===== config.mk =====
export PLATFORM = sky130hd
export DESIGN_NAME = pid_controller_clamped_integrator_flat
export DESIGN_NICKNAME = d
export VERILOG_FILES = /design/src/rtl/pid_ctl_pkg.sv /design/src/rtl/pid_ctl_if.sv /design/src/rtl/pid_controller_clamped_integrator.sv /design/src/rtl/pid_ctl_mul.sv /design/src/rtl/pid_ctl_div.sv /design/src/flat_wrapper.sv
export SDC_FILE = /design/constraint.sdc
export NUM_CORES = 2
export LEC_CHECK = 0
export ABC_AREA = 1
export BUFFER_PORTS_ARGS = -buffer_cell sky130_fd_sc_hd__clkbuf_2
export CORE_ASPECT_RATIO = 2
export CORE_MARGIN = 3
export CORE_UTILIZATION = 30
export DETAILED_ROUTE_END_ITERATION = 16
export PLACE_DENSITY = 0.56
export SLEW_MARGIN = 0
export SYNTH_ARGS = -nofsm -noshare
export SYNTH_HDL_FRONTEND = slang
export SYNTH_HIERARCHICAL = 1
export SYNTH_SLANG_ARGS = --single-unit

===== constraint.sdc =====
create_clock -name clk -period 10.7 [get_ports clk]
set_input_delay 1.605 -clock clk [delete_from_list [all_inputs] [get_ports clk]]
set_output_delay 1.605 -clock clk [all_outputs]
set_load 0.02 [all_outputs]

===== src/rtl/pid_ctl_pkg.sv =====
`timescale 1ns / 1ps
`default_nettype none
// ----------------------------------------------------------------------------
// pid_ctl_pkg
// Shared types and constants of the clamped-integrator PID controller.
// ----------------------------------------------------------------------------
package pid_ctl_pkg;

    localparam int DATA_W     = 32;
    localparam int FRAC_W     = 16;
    localparam int CFG_IDX_W  = 3;
    // quotient bits produced by the divider: 32-bit magnitude scaled by 2^16
    localparam int DIV_STEPS  = 48;
    localparam int DIV_CNT_W  = 6;

    typedef logic signed [DATA_W-1:0] q16_t;

    typedef enum logic [1:0] {
        OP_STEP        = 2'd0,
        OP_RESET       = 2'd1,
        OP_INTEG_RESET = 2'd2
    } op_t;

    typedef enum logic [1:0] {
        CLAMP_NONE = 2'd0,
        CLAMP_HIGH = 2'd1,
        CLAMP_LOW  = 2'd2
    } clamp_t;

    typedef enum logic [CFG_IDX_W-1:0] {
        REG_PROP_GAIN        = 3'd0,
        REG_INTEG_GAIN       = 3'd1,
        REG_DERIV_GAIN       = 3'd2,
        REG_INTEG_LIMIT_HIGH = 3'd3,
        REG_INTEG_LIMIT_LOW  = 3'd4,
        REG_INTEG_HOLD       = 3'd5
    } reg_idx_t;

    typedef enum logic [3:0] {
        S_IDLE,
        S_EDT,
        S_P,
        S_KI,
        S_PRES,
        S_INTEG,
        S_DWAIT,
        S_D,
        S_D1,
        S_SUM,
        S_DONE
    } state_t;

    localparam q16_t Q16_MAX = {1'b0, {(DATA_W-1){1'b1}}};
    localparam q16_t Q16_MIN = {1'b1, {(DATA_W-1){1'b0}}};

endpackage : pid_ctl_pkg
`default_nettype wire


===== src/rtl/pid_ctl_if.sv =====
`timescale 1ns / 1ps
`default_nettype none
// ----------------------------------------------------------------------------
// pid_ctl_if
// Valid/ready channels of the PID controller: input sample and result.
// ----------------------------------------------------------------------------
interface pid_ctl_in_if;
    logic               valid;
    logic               ready;
    logic [1:0]         op;
    logic signed [31:0] error_in;
    logic signed [31:0] time_step;

    modport source (output valid, op, error_in, time_step, input ready);
    modport sink   (input valid, op, error_in, time_step, output ready);
endinterface : pid_ctl_in_if

interface pid_ctl_out_if;
    logic               valid;
    logic               ready;
    logic signed [31:0] drive;
    logic [1:0]         clamp_state;
    logic               repeated;

    modport source (output valid, drive, clamp_state, repeated, input ready);
    modport sink   (input valid, drive, clamp_state, repeated, output ready);
endinterface : pid_ctl_out_if
`default_nettype wire


===== src/rtl/pid_controller_clamped_integrator.sv =====
`timescale 1ns / 1ps
`default_nettype none
// ----------------------------------------------------------------------------
// pid_controller_clamped_integrator
// PID step in signed Q16.16 with clamped integrator, sequenced over one
// shared multiplier and a bit-serial divider.
// ----------------------------------------------------------------------------
// A control step (op 0, dt > 0) loads a result word into the output
// register. Its derivative quotient comes from a restoring divider that
// produces one of 48 quotient bits per cycle, and three of the four products
// run through one shared two-stage multiplier while the divider works; the
// fourth scales the quotient by the derivative gain. The next sample can be
// taken in the cycle after the word is loaded. The first step after a reset
// skips the divider. A step with dt <= 0 returns the last drive; the reset
// ops give no result. A new sample is taken only when the sequencer is
// idle; the result sits in an output register, so a new sample is accepted
// while the previous result still waits, and a finished step waits until
// that register is free. The user must write registers through
// cfg_we/cfg_index/cfg_data only while no step is in progress; the block
// itself does not enforce this.
// ----------------------------------------------------------------------------
module pid_controller_clamped_integrator (
    input  wire                                   clk,
    input  wire                                   rst_n,
    pid_ctl_in_if.sink                            sample,
    pid_ctl_out_if.source                         result,
    input  wire                                   cfg_we,
    input  wire  [pid_ctl_pkg::CFG_IDX_W-1:0]     cfg_index,
    input  wire  [pid_ctl_pkg::DATA_W-1:0]        cfg_data
);
    import pid_ctl_pkg::*;

    // configuration
    q16_t   prop_gain_reg;
    q16_t   integ_gain_reg;
    q16_t   deriv_gain_reg;
    q16_t   limit_high_reg;
    q16_t   limit_low_reg;
    logic   hold_reg;

    // controller state
    q16_t   last_error_reg;
    q16_t   last_drive_reg;
    q16_t   integ_acc_reg;
    logic   first_sample_reg;
    clamp_t clamp_flag_reg;

    // working registers
    state_t state_reg;
    state_t state_next;
    q16_t   e_reg;
    q16_t   dt_reg;
    q16_t   p_reg;
    q16_t   pend_drive_reg;
    clamp_t pend_clamp_reg;
    logic   pend_rep_reg;

    // output word
    logic   out_valid_reg;
    q16_t   out_drive_reg;
    clamp_t out_clamp_reg;
    logic   out_rep_reg;

    logic   accept;
    logic   dt_pos;
    logic   div_start;
    logic   div_busy;
    q16_t   div_quot;
    q16_t   mul_a;
    q16_t   mul_b;
    q16_t   mul_res;
    logic   out_load;

    logic signed [32:0] diff;
    logic signed [32:0] acc_sum;
    logic signed [33:0] drive_sum;
    q16_t   drive_sat;
    q16_t   integ_new;
    clamp_t clamp_new;

    assign accept   = sample.valid && sample.ready;
    assign dt_pos   = !sample.time_step[31] && (|sample.time_step);
    assign diff     = 33'(sample.error_in) - 33'(last_error_reg);
    assign out_load = (state_reg == S_DONE) && (!out_valid_reg || result.ready);

    pid_ctl_div u_div (
        .clk   (clk),
        .rst_n (rst_n),
        .start (div_start),
        .diff  (diff),
        .den   (sample.time_step[30:0]),
        .busy  (div_busy),
        .quot  (div_quot)
    );

    pid_ctl_mul u_mul (
        .clk (clk),
        .a   (mul_a),
        .b   (mul_b),
        .res (mul_res)
    );

    // sequencer: next state, multiplier operands, divider start
    always_comb
    begin
        state_next   = state_reg;
        sample.ready = 1'b0;
        div_start    = 1'b0;
        mul_a        = e_reg;
        mul_b        = dt_reg;
        unique case (state_reg)
            S_IDLE:
            begin
                sample.ready = 1'b1;
                if (sample.valid && (sample.op == OP_STEP))
                begin
                    if (dt_pos)
                    begin
                        div_start  = !first_sample_reg;
                        state_next = S_EDT;
                    end
                    else
                    begin
                        state_next = S_DONE;
                    end
                end
            end
            S_EDT:
            begin
                state_next = S_P;
            end
            S_P:
            begin
                mul_b      = prop_gain_reg;
                state_next = S_KI;
            end
            S_KI:
            begin
                mul_a      = integ_gain_reg;
                mul_b      = mul_res;
                state_next = S_PRES;
            end
            S_PRES:
            begin
                state_next = S_INTEG;
            end
            S_INTEG:
            begin
                state_next = S_DWAIT;
            end
            S_DWAIT:
            begin
                if (!div_busy)
                begin
                    state_next = S_D;
                end
            end
            S_D:
            begin
                mul_a      = first_sample_reg ? '0 : div_quot;
                mul_b      = deriv_gain_reg;
                state_next = S_D1;
            end
            S_D1:
            begin
                state_next = S_SUM;
            end
            S_SUM:
            begin
                state_next = S_DONE;
            end
            S_DONE:
            begin
                if (!out_valid_reg || result.ready)
                begin
                    state_next = S_IDLE;
                end
            end
            default:
            begin
                state_next = S_IDLE;
            end
        endcase
    end

    always_ff @(posedge clk or negedge rst_n)
    begin
        if (!rst_n)
        begin
            state_reg <= S_IDLE;
        end
        else
        begin
            state_reg <= state_next;
        end
    end

    // integrator update and clamp, high limit checked first
    always_comb
    begin
        acc_sum = 33'(integ_acc_reg) + 33'(mul_res);
        if (acc_sum > 33'(limit_high_reg))
        begin
            integ_new = limit_high_reg;
            clamp_new = CLAMP_HIGH;
        end
        else if (acc_sum < 33'(limit_low_reg))
        begin
            integ_new = limit_low_reg;
            clamp_new = CLAMP_LOW;
        end
        else
        begin
            integ_new = acc_sum[31:0];
            clamp_new = CLAMP_NONE;
        end
    end

    always_comb
    begin
        drive_sum = 34'(p_reg) + 34'(integ_acc_reg) + 34'(mul_res);
        if (drive_sum > 34'(Q16_MAX))
        begin
            drive_sat = Q16_MAX;
        end
        else if (drive_sum < 34'(Q16_MIN))
        begin
            drive_sat = Q16_MIN;
        end
        else
        begin
            drive_sat = drive_sum[31:0];
        end
    end

    // configuration and controller state
    always_ff @(posedge clk or negedge rst_n)
    begin
        if (!rst_n)
        begin
            prop_gain_reg    <= '0;
            integ_gain_reg   <= '0;
            deriv_gain_reg   <= '0;
            limit_high_reg   <= Q16_MAX;
            limit_low_reg    <= Q16_MIN;
            hold_reg         <= 1'b0;
            last_error_reg   <= '0;
            last_drive_reg   <= '0;
            integ_acc_reg    <= '0;
            first_sample_reg <= 1'b1;
            clamp_flag_reg   <= CLAMP_NONE;
        end
        else
        begin
            if (cfg_we)
            begin
                unique case (cfg_index)
                    REG_PROP_GAIN:        prop_gain_reg  <= cfg_data;
                    REG_INTEG_GAIN:       integ_gain_reg <= cfg_data;
                    REG_DERIV_GAIN:       deriv_gain_reg <= cfg_data;
                    REG_INTEG_LIMIT_HIGH: limit_high_reg <= cfg_data;
                    REG_INTEG_LIMIT_LOW:  limit_low_reg  <= cfg_data;
                    REG_INTEG_HOLD:       hold_reg       <= cfg_data[0];
                    default:              ;
                endcase
            end

            if (accept && (sample.op == OP_RESET))
            begin
                last_error_reg   <= '0;
                last_drive_reg   <= '0;
                integ_acc_reg    <= '0;
                first_sample_reg <= 1'b1;
                clamp_flag_reg   <= CLAMP_NONE;
            end
            else if (accept && (sample.op == OP_INTEG_RESET))
            begin
                integ_acc_reg  <= '0;
                clamp_flag_reg <= CLAMP_NONE;
            end
            else if ((state_reg == S_INTEG) && !hold_reg)
            begin
                integ_acc_reg  <= integ_new;
                clamp_flag_reg <= clamp_new;
            end
            else if (state_reg == S_SUM)
            begin
                last_error_reg   <= e_reg;
                last_drive_reg   <= drive_sat;
                first_sample_reg <= 1'b0;
            end
        end
    end

    // working datapath
    always_ff @(posedge clk)
    begin
        if (accept)
        begin
            e_reg          <= sample.error_in;
            dt_reg         <= sample.time_step;
            pend_drive_reg <= last_drive_reg;
            pend_clamp_reg <= clamp_flag_reg;
            pend_rep_reg   <= 1'b1;
        end
        if (state_reg == S_PRES)
        begin
            p_reg <= mul_res;
        end
        if (state_reg == S_SUM)
        begin
            pend_drive_reg <= drive_sat;
            pend_clamp_reg <= clamp_flag_reg;
            pend_rep_reg   <= 1'b0;
        end
        if (out_load)
        begin
            out_drive_reg <= pend_drive_reg;
            out_clamp_reg <= pend_clamp_reg;
            out_rep_reg   <= pend_rep_reg;
        end
    end

    always_ff @(posedge clk or negedge rst_n)
    begin
        if (!rst_n)
        begin
            out_valid_reg <= 1'b0;
        end
        else if (out_load)
        begin
            out_valid_reg <= 1'b1;
        end
        else if (result.ready)
        begin
            out_valid_reg <= 1'b0;
        end
    end

    assign result.valid       = out_valid_reg;
    assign result.drive       = out_drive_reg;
    assign result.clamp_state = out_clamp_reg;
    assign result.repeated    = out_rep_reg;

endmodule : pid_controller_clamped_integrator
`default_nettype wire


===== src/rtl/pid_ctl_mul.sv =====
`timescale 1ns / 1ps
`default_nettype none
// ----------------------------------------------------------------------------
// pid_ctl_mul
// Shared Q16.16 multiplier: registered 64-bit product, then floor shift by 16
// and saturation into a second register; one product per cycle.
// ----------------------------------------------------------------------------
module pid_ctl_mul (
    input  wire                 clk,
    input  pid_ctl_pkg::q16_t   a,
    input  pid_ctl_pkg::q16_t   b,
    output pid_ctl_pkg::q16_t   res
);
    import pid_ctl_pkg::*;

    logic signed [2*DATA_W-1:0] prod_reg;
    q16_t                       res_reg;
    q16_t                       res_next;

    // arithmetic shift is floor; value fits if the top bits are all sign
    always_comb
    begin
        if (&prod_reg[2*DATA_W-1:DATA_W+FRAC_W-1] || ~|prod_reg[2*DATA_W-1:DATA_W+FRAC_W-1])
        begin
            res_next = prod_reg[DATA_W+FRAC_W-1:FRAC_W];
        end
        else if (prod_reg[2*DATA_W-1])
        begin
            res_next = Q16_MIN;
        end
        else
        begin
            res_next = Q16_MAX;
        end
    end

    always_ff @(posedge clk)
    begin
        prod_reg <= (2*DATA_W)'(a) * (2*DATA_W)'(b);
        res_reg  <= res_next;
    end

    assign res = res_reg;

endmodule : pid_ctl_mul
`default_nettype wire


===== src/rtl/pid_ctl_div.sv =====
`timescale 1ns / 1ps
`default_nettype none
// ----------------------------------------------------------------------------
// pid_ctl_div
// Restoring divider, one quotient bit per cycle: (diff * 2^16) / den,
// truncated toward zero and saturated to Q16.16. den is positive.
// ----------------------------------------------------------------------------
module pid_ctl_div (
    input  wire                 clk,
    input  wire                 rst_n,
    input  wire                 start,
    input  wire  signed [32:0]  diff,
    input  wire  [30:0]         den,
    output logic                busy,
    output pid_ctl_pkg::q16_t   quot
);
    import pid_ctl_pkg::*;

    logic                     busy_reg;
    logic [DIV_CNT_W-1:0]     cnt_reg;
    logic [DIV_STEPS-1:0]     work_reg;
    logic [30:0]              rem_reg;
    logic [30:0]              den_reg;
    logic                     neg_reg;
    q16_t                     quot_reg;

    logic [32:0]              diff_mag;
    logic [31:0]              rem_sh;
    logic                     fit;
    logic [30:0]              rem_next;
    logic [DIV_STEPS-1:0]     work_next;
    q16_t                     quot_next;

    always_comb
    begin
        diff_mag = diff[32] ? 33'(-diff) : 33'(diff);
        rem_sh   = {rem_reg, work_reg[DIV_STEPS-1]};
        fit      = rem_sh >= {1'b0, den_reg};
        rem_next = fit ? 31'(rem_sh - {1'b0, den_reg}) : rem_sh[30:0];
        work_next = {work_reg[DIV_STEPS-2:0], fit};

        // sign and saturation of the finished magnitude
        if (neg_reg)
        begin
            if (|work_reg[DIV_STEPS-1:32] || (work_reg[31] && |work_reg[30:0]))
            begin
                quot_next = Q16_MIN;
            end
            else
            begin
                quot_next = q16_t'(-work_reg[31:0]);
            end
        end
        else
        begin
            if (|work_reg[DIV_STEPS-1:31])
            begin
                quot_next = Q16_MAX;
            end
            else
            begin
                quot_next = q16_t'(work_reg[31:0]);
            end
        end
    end

    always_ff @(posedge clk or negedge rst_n)
    begin
        if (!rst_n)
        begin
            busy_reg <= 1'b0;
            cnt_reg  <= '0;
        end
        else if (start)
        begin
            busy_reg <= 1'b1;
            cnt_reg  <= '0;
        end
        else if (busy_reg)
        begin
            if (cnt_reg == DIV_CNT_W'(DIV_STEPS))
            begin
                busy_reg <= 1'b0;
            end
            else
            begin
                cnt_reg <= cnt_reg + 1'b1;
            end
        end
    end

    always_ff @(posedge clk)
    begin
        if (start)
        begin
            work_reg <= {diff_mag[31:0], {FRAC_W{1'b0}}};
            rem_reg  <= '0;
            den_reg  <= den;
            neg_reg  <= diff[32];
        end
        else if (busy_reg)
        begin
            if (cnt_reg == DIV_CNT_W'(DIV_STEPS))
            begin
                quot_reg <= quot_next;
            end
            else
            begin
                work_reg <= work_next;
                rem_reg  <= rem_next;
            end
        end
    end

    assign busy = busy_reg;
    assign quot = quot_reg;

endmodule : pid_ctl_div
`default_nettype wire


===== src/flat_wrapper.sv =====
// flat-port wrapper written by rule: the top's interface ports become plain ports
module pid_controller_clamped_integrator_flat import pid_ctl_pkg::*;
  (clk, rst_n, cfg_we, cfg_index, cfg_data, sample_valid, sample_op, sample_error_in, sample_time_step, sample_ready, result_valid, result_drive, result_clamp_state, result_repeated, result_ready);
  pid_ctl_in_if sample_i ();
  pid_ctl_out_if result_i ();
  input  wire clk;
  input  wire rst_n;
  input  wire cfg_we;
  input  wire  [pid_ctl_pkg::CFG_IDX_W-1:0] cfg_index;
  input  wire  [pid_ctl_pkg::DATA_W-1:0] cfg_data;
  input wire logic [$bits(sample_i.valid)-1:0] sample_valid;
  input wire logic [$bits(sample_i.op)-1:0] sample_op;
  input wire logic [$bits(sample_i.error_in)-1:0] sample_error_in;
  input wire logic [$bits(sample_i.time_step)-1:0] sample_time_step;
  output wire logic [$bits(sample_i.ready)-1:0] sample_ready;
  output wire logic [$bits(result_i.valid)-1:0] result_valid;
  output wire logic [$bits(result_i.drive)-1:0] result_drive;
  output wire logic [$bits(result_i.clamp_state)-1:0] result_clamp_state;
  output wire logic [$bits(result_i.repeated)-1:0] result_repeated;
  input wire logic [$bits(result_i.ready)-1:0] result_ready;
  assign sample_i.valid = sample_valid;
  assign sample_i.op = sample_op;
  assign sample_i.error_in = sample_error_in;
  assign sample_i.time_step = sample_time_step;
  assign sample_ready = sample_i.ready;
  assign result_valid = result_i.valid;
  assign result_drive = result_i.drive;
  assign result_clamp_state = result_i.clamp_state;
  assign result_repeated = result_i.repeated;
  assign result_i.ready = result_ready;
  pid_controller_clamped_integrator u_core (.clk(clk), .rst_n(rst_n), .sample(sample_i), .result(result_i), .cfg_we(cfg_we), .cfg_index(cfg_index), .cfg_data(cfg_data));
endmodule

## Yosys cells after proc, flatten, opt, wreduce, memory -nomap -nowiden

Cells that the tools add are included.

| cells by class | value |
|---|---|
| add/sub/neg operators | 8 |
| $mul | 1 |
| magnitude comparators | 5 |
| eq/ne operators | 24 |
| muxes and demuxes | 58 |
| bitwise logic cells | 2 |
| reduce and logical (&&, ||, !) cells | 41 |

Operators with widths:

| operator | number |
|---|---|
| two-way mux 32 bit | 24 |
| two-way mux 48 bit | 3 |
| one-hot mux 32 bit (3 select lines) | 1 |
| adder 32 x 32 -> 33 bit | 2 |
| multiplier 32 x 32 -> 64 bit | 1 |
| negation 32 bit | 2 |
| one-hot mux 32 bit (2 select lines) | 1 |
| one-hot mux 4 bit (11 select lines) | 1 |
| adder 33 x 32 -> 34 bit | 1 |
| > comparator 34 x 32 -> 1 bit, second input constant | 1 |
| less-than comparator 34 x 32 -> 1 bit, second input constant | 1 |
| OR reduction 17 bit | 2 |
| > comparator 33 x 32 -> 1 bit | 1 |
| less-than comparator 33 x 32 -> 1 bit | 1 |
| subtractor 32 x 32 -> 33 bit | 1 |
| greater-or-equal comparator 32 x 31 -> 1 bit | 1 |
| OR reduction 32 bit | 1 |
| two-way mux 31 bit | 1 |
| OR reduction 31 bit | 1 |
| subtractor 31 bit | 1 |
| two-way mux 6 bit | 3 |
| AND reduction 17 bit | 1 |
| equality test 4 x 3 -> 1 bit, second input constant | 4 |
| two-way mux 4 bit | 4 |
| other kinds (26) | 79 |

| storage, ports and cells | value |
|---|---|
| register bits | 677 |
| bits of input ports | 106 |
| output and inout bits | 37 |
| logic and storage cells | 171 |

## Logic depth before layout (Yosys ltp)

| logic depth | value |
|---|---|
| depth after elaboration | 9 |
| gate-level depth with buffers | 38 |
| mapped depth without buffers | 35 |

## Cells and area by module

The synthesis kept the hierarchy.

Modules (own cells, without submodules):

| module | instances | cells an instance | area each (um^2) | sequential area each (um^2) |
|---|---|---|---|---|
| pid_ctl_mul | 1 | 5103 | 40162.3 | 1601.5 |
| pid_controller_clamped_integrator | 1 | 3373 | 26421.6 | 11647.4 |
| pid_ctl_div | 1 | 1410 | 10168.5 | 3998.8 |

## Worst setup path after synthesis

Ideal clock, no wire load.

| timing | value |
|---|---|
| path kind | reg-to-reg |
| start point | register u_core.state_reg[3] |
| end point | register u_core.u_mul.prod_reg[54] |
| setup time | 0.113 ns |
| arrival time | 8.075 ns |
| data required time | 10.587 ns |
| setup slack | 2.512 ns |
| stages on the path, launching flop included | 34 |
| buffers on the path | 2 |
| clock period less this slack | 8.188 ns |
| cells stage by stage | dfrtp_1 -> nor2_1 -> inv_2 -> nor2_1 -> clkbuf_1 -> nand2_1 -> o211ai_1 -> clkbuf_1 -> nand2_1 -> inv_1 -> fa_1 -> inv_1 -> fa_1 -> inv_1 -> fa_1 -> fa_1 -> inv_1 -> fa_1 -> inv_1 -> fa_1 -> inv_1 -> fa_1 -> fa_1 -> inv_1 -> ha_1 -> nand2_1 -> nor2_1 -> inv_1 -> nor2_1 -> nand2_1 -> nor4_1 -> nand2_1 -> nand4_1 -> nand2_1 |

| on the way | value |
|---|---|
| longest elaborated chain between the ends | 3 |
| elaborated cells between the ends (all ways) | 6 |
| classes of those cells | 1 x mul; 3 x eq/ne; 2 x mux |

RTL lines:

| item | RTL line | text |
|---|---|---|
| start: declaration | pid_controller_clamped_integrator.sv:49 | `state_t state_reg;` |
| start signal: assignment | pid_controller_clamped_integrator.sv:194 | `state_reg <= state_next;` |
| equality test 4 x 3 -> 1 bit or equality test 4 x 2 -> 1 bit (tied branches) | pid_controller_clamped_integrator.sv:111 | `unique case (state_reg)` |
| one-hot mux 32 bit (2 select lines) * | pid_controller_clamped_integrator.sv:111 |  |
| named net u_core.mul_a[31] | pid_controller_clamped_integrator.sv:69 | `q16_t mul_a;` |
| multiplier 32 x 32 -> 64 bit * | pid_ctl_mul.sv:39 | `prod_reg <= (2*DATA_W)'(a) * (2*DATA_W)'(b);` |
| end signal: assignment | pid_ctl_mul.sv:39 |  |
| end: declaration | pid_ctl_mul.sv:16 | `logic signed [2*DATA_W-1:0] prod_reg;` |

Mark *: on every way through the listed nets, which the timed path passes. The rest lies on a longest branch.
A chain may end at the register's enable or synchronous reset.

## Final worst setup path

| timing | value |
|---|---|
| start point | register u_core.state_reg[1] |
| end point | register u_core.u_mul.prod_reg[58] |

| on the way | value |
|---|---|
| longest elaborated chain between the ends | 3 |
| elaborated cells between the ends (all ways) | 6 |
| classes of those cells | 1 x mul; 3 x eq/ne; 2 x mux |

RTL lines:

| item | RTL line | text |
|---|---|---|
| equality test 4 x 3 -> 1 bit or equality test 4 x 2 -> 1 bit (tied branches) | pid_controller_clamped_integrator.sv:111 |  |
| one-hot mux 32 bit (3 select lines) * | pid_controller_clamped_integrator.sv:111 |  |
| named net u_core.mul_b[14] | pid_controller_clamped_integrator.sv:70 | `q16_t mul_b;` |
| multiplier 32 x 32 -> 64 bit * | pid_ctl_mul.sv:39 |  |

Marks and branches as above.

==> results_dict.tcl <==
set metrics [dict create \
    syn_inst 9886 \
    synthArstFlopShare 0.411 \
    core_mm2 0.255 \
    grt_max_degree 77 \
    min_period_ns 9.79 \
    routabilityCongestion 1.04 \
    syn_nets 11500 \
    fp.dieH_um 721 \
    clock_skew_ns 0.0683 \
    setup_viol 0 \
    area_growth_pct 9.72 \
    cp_slowest_cell "nand4_1" \
    rsz0062_at_grt "no" \
    slew_headroom 0.185 \
    clock_path_buffers 3 \
    critPathMaxStageDelay_ns 0.66 \
    gr-total-overflow 0 \
    die_w_um 364 \
    syn-cell-area_mm2 0.0768 \
    max_freq_ghz 0.102 \
    layout.nets 11500 \
    numClockSinks 661 \
    first_global_vias 68900 \
    min_path_type "reg2reg" \
    start_util 0.301 \
    cts_setup_buffers 0 \
    dp_hpwl_um 252000 \
    arrival_ns 10.32 \
    drive_gt1_frac 0.0546 \
    crit_required_ns 11.22 \
    routed_wl_um 313000 \
    path_clk_slew_ns 0.07 \
    global_route.usage.total 0.239 \
    drv_slew 0 \
    grt_pass1_wl_um 452000 \
    tightest_slew_ns 1.22 \
    maxCapViolations 0 \
    first_pass_iters 6 \
    layout_common_cells "nand2_1 (3082), inv_1 (2332), fa_1 (1117), nor2_1 (419), ha_1 (376)" \
    synth_area_leaders "fa_1 (29%), nand2_1 (15%), inv_1 (11%)" \
    antenna_found_initial 14 \
    ys_seq_area_frac 0.225 \
    io_pins 143 \
    synthDistinctLibCells 62 \
    path_class "reg2reg" \
    cp_common_cell "fa_1" \
    path_max_fanout 25 \
    wl_per_cell_um 23.6 \
    vias 64600 \
    post-route-drc-count 0 \
    synth-main-ff-cell "edfxtp_1" \
    die-area_mm2 0.262 \
    yosys.area.top_type "fa_1" \
    synth_edf_count 261 \
    ys_warn_count 6 \
    drt_iter0_drc 4194 \
    ys_seq_elements 661 \
    start_kind "flip-flop" \
    end_kind "flip-flop" \
    antenna_left 0 \
    cts_hold_buf 0 \
    cts_tree "built" \
    post_cts_resized 0 \
    min_period_over_period 0.915 \
    row_count 262 \
    hold_viol 0 \
    cts_buffers 69 \
    layout_commonest_cell "nand2_1" \
    htree_levels 3 \
    avgSynthCellArea_um2 7.76 \
    status "finished, final reports clean" \
    final_core_util 0.331 \
    insertion_delay_ns 0.69 \
    drt-vias-per-instance 4.86 \
    fin_setup_tns_ns 0 \
    port_buffers 142 \
    yosys.area.top_type_share 0.291 \
    clock-root-buffer "clkbuf_16" \
]
## logic make-up after synthesis
logic type | Yosys count | share of synthesized area
fa+ha+maj | 1493 | 0.353
compound gates | 745 | 0.0534
buf+inv | 2688 | 0.133
simple gates | 4172 | 0.221
flops | 661 | 0.225
xor+xnor | 127 | 0.0145
## worst max-delay path, delay by kind of cell, from the launching register on
| family | cells | cell delay, ns |
|---|---|---|
| flip-flops | 1 | 0.43 |
| adder cells (fa/ha/maj) | 9 | 4.67 |
| buffers and inverters | 7 | 1.64 |
| AND/OR/NAND/NOR | 14 | 2.84 |
## final timing paths
path	cells after the start	slack, ns	start	to
hold / removal	0	0.42	u_core/pend_drive_reg[12]$_DFFE_PP_	u_core/result.drive[12]$_DFFE_PP_
setup / recovery	30	0.91	u_core/state_reg[1]$_DFFE_PN0P_	u_core/u_mul/prod_reg[58]$_DFF_P_
setup reg to reg	30	0.91	u_core/state_reg[1]$_DFFE_PN0P_	u_core/u_mul/prod_reg[58]$_DFF_P_
max in group asynchronous	3	7.72	rst_n	u_core/integ_acc_reg[28]$_DFFE_PN0P_
hold reg to reg	0	0.42	u_core/pend_drive_reg[12]$_DFFE_PP_	u_core/result.drive[12]$_DFFE_PP_
min in group asynchronous	1	0.96	rst_n	u_core/prop_gain_reg[6]$_DFFE_PN0P_
## cell type report
type / instances / area, µm²
antenna: 11 / 27.5
clock buffer: 93 / 1960
clock inverter: 33 / 374
fill: 27200 / 170000
inverter: 2353 / 8830
multi-input combinational: 6537 / 49400
sequential: 661 / 17200
tap: 3300 / 4130
timing repair buffer: 285 / 2280
## through the flow
step	instances	hold WS (ns)	setup WS [ns]	area [µm²]
finish	13300	0.416	0.907	84200
global route	13300	0.415	0.464	84200
CTS	13300	0.419	1.00	84200
detailed placement	13100	0.404	1.11	81900
global placement	13100	0.400	1.02	81900
floorplan	9886	0.396	2.51	76800
## cell usage after synthesis, drive strengths merged (20+ instances only)
cell type and instances:
nor4 27, nor2 442, xnor2 29, fa 1117, nor3 68, or2 20, dfxtp 128, inv 2351
xor2 98, o211ai 37, edfxtp 261, dfstp 33, dfrtp 239, nand4 119, buf 51, o21ai 355
ha 376, o21bai 32, nand2 3114, nand3b 21, nand3 348, o22ai 52, a21oi 230, clkbuf 284
## per-layer routing
metal / share of wire / track usage / wire (µm) / vias up
met5: 0.00015 / 0 / 47 / -
met4: 0.12 / 0.232 / 37400 / 8
met3: 0.047 / 0.0351 / 14700 / 1089
met2: 0.53 / 0.446 / 165000 / 2259
met1: 0.31 / 0.216 / 95600 / 31700
li1: - / - / - / 29500
Power is left out: the tool's default activity adds up to more than one toggle a clock period on the data nets, which glitch-free logic cannot reach.
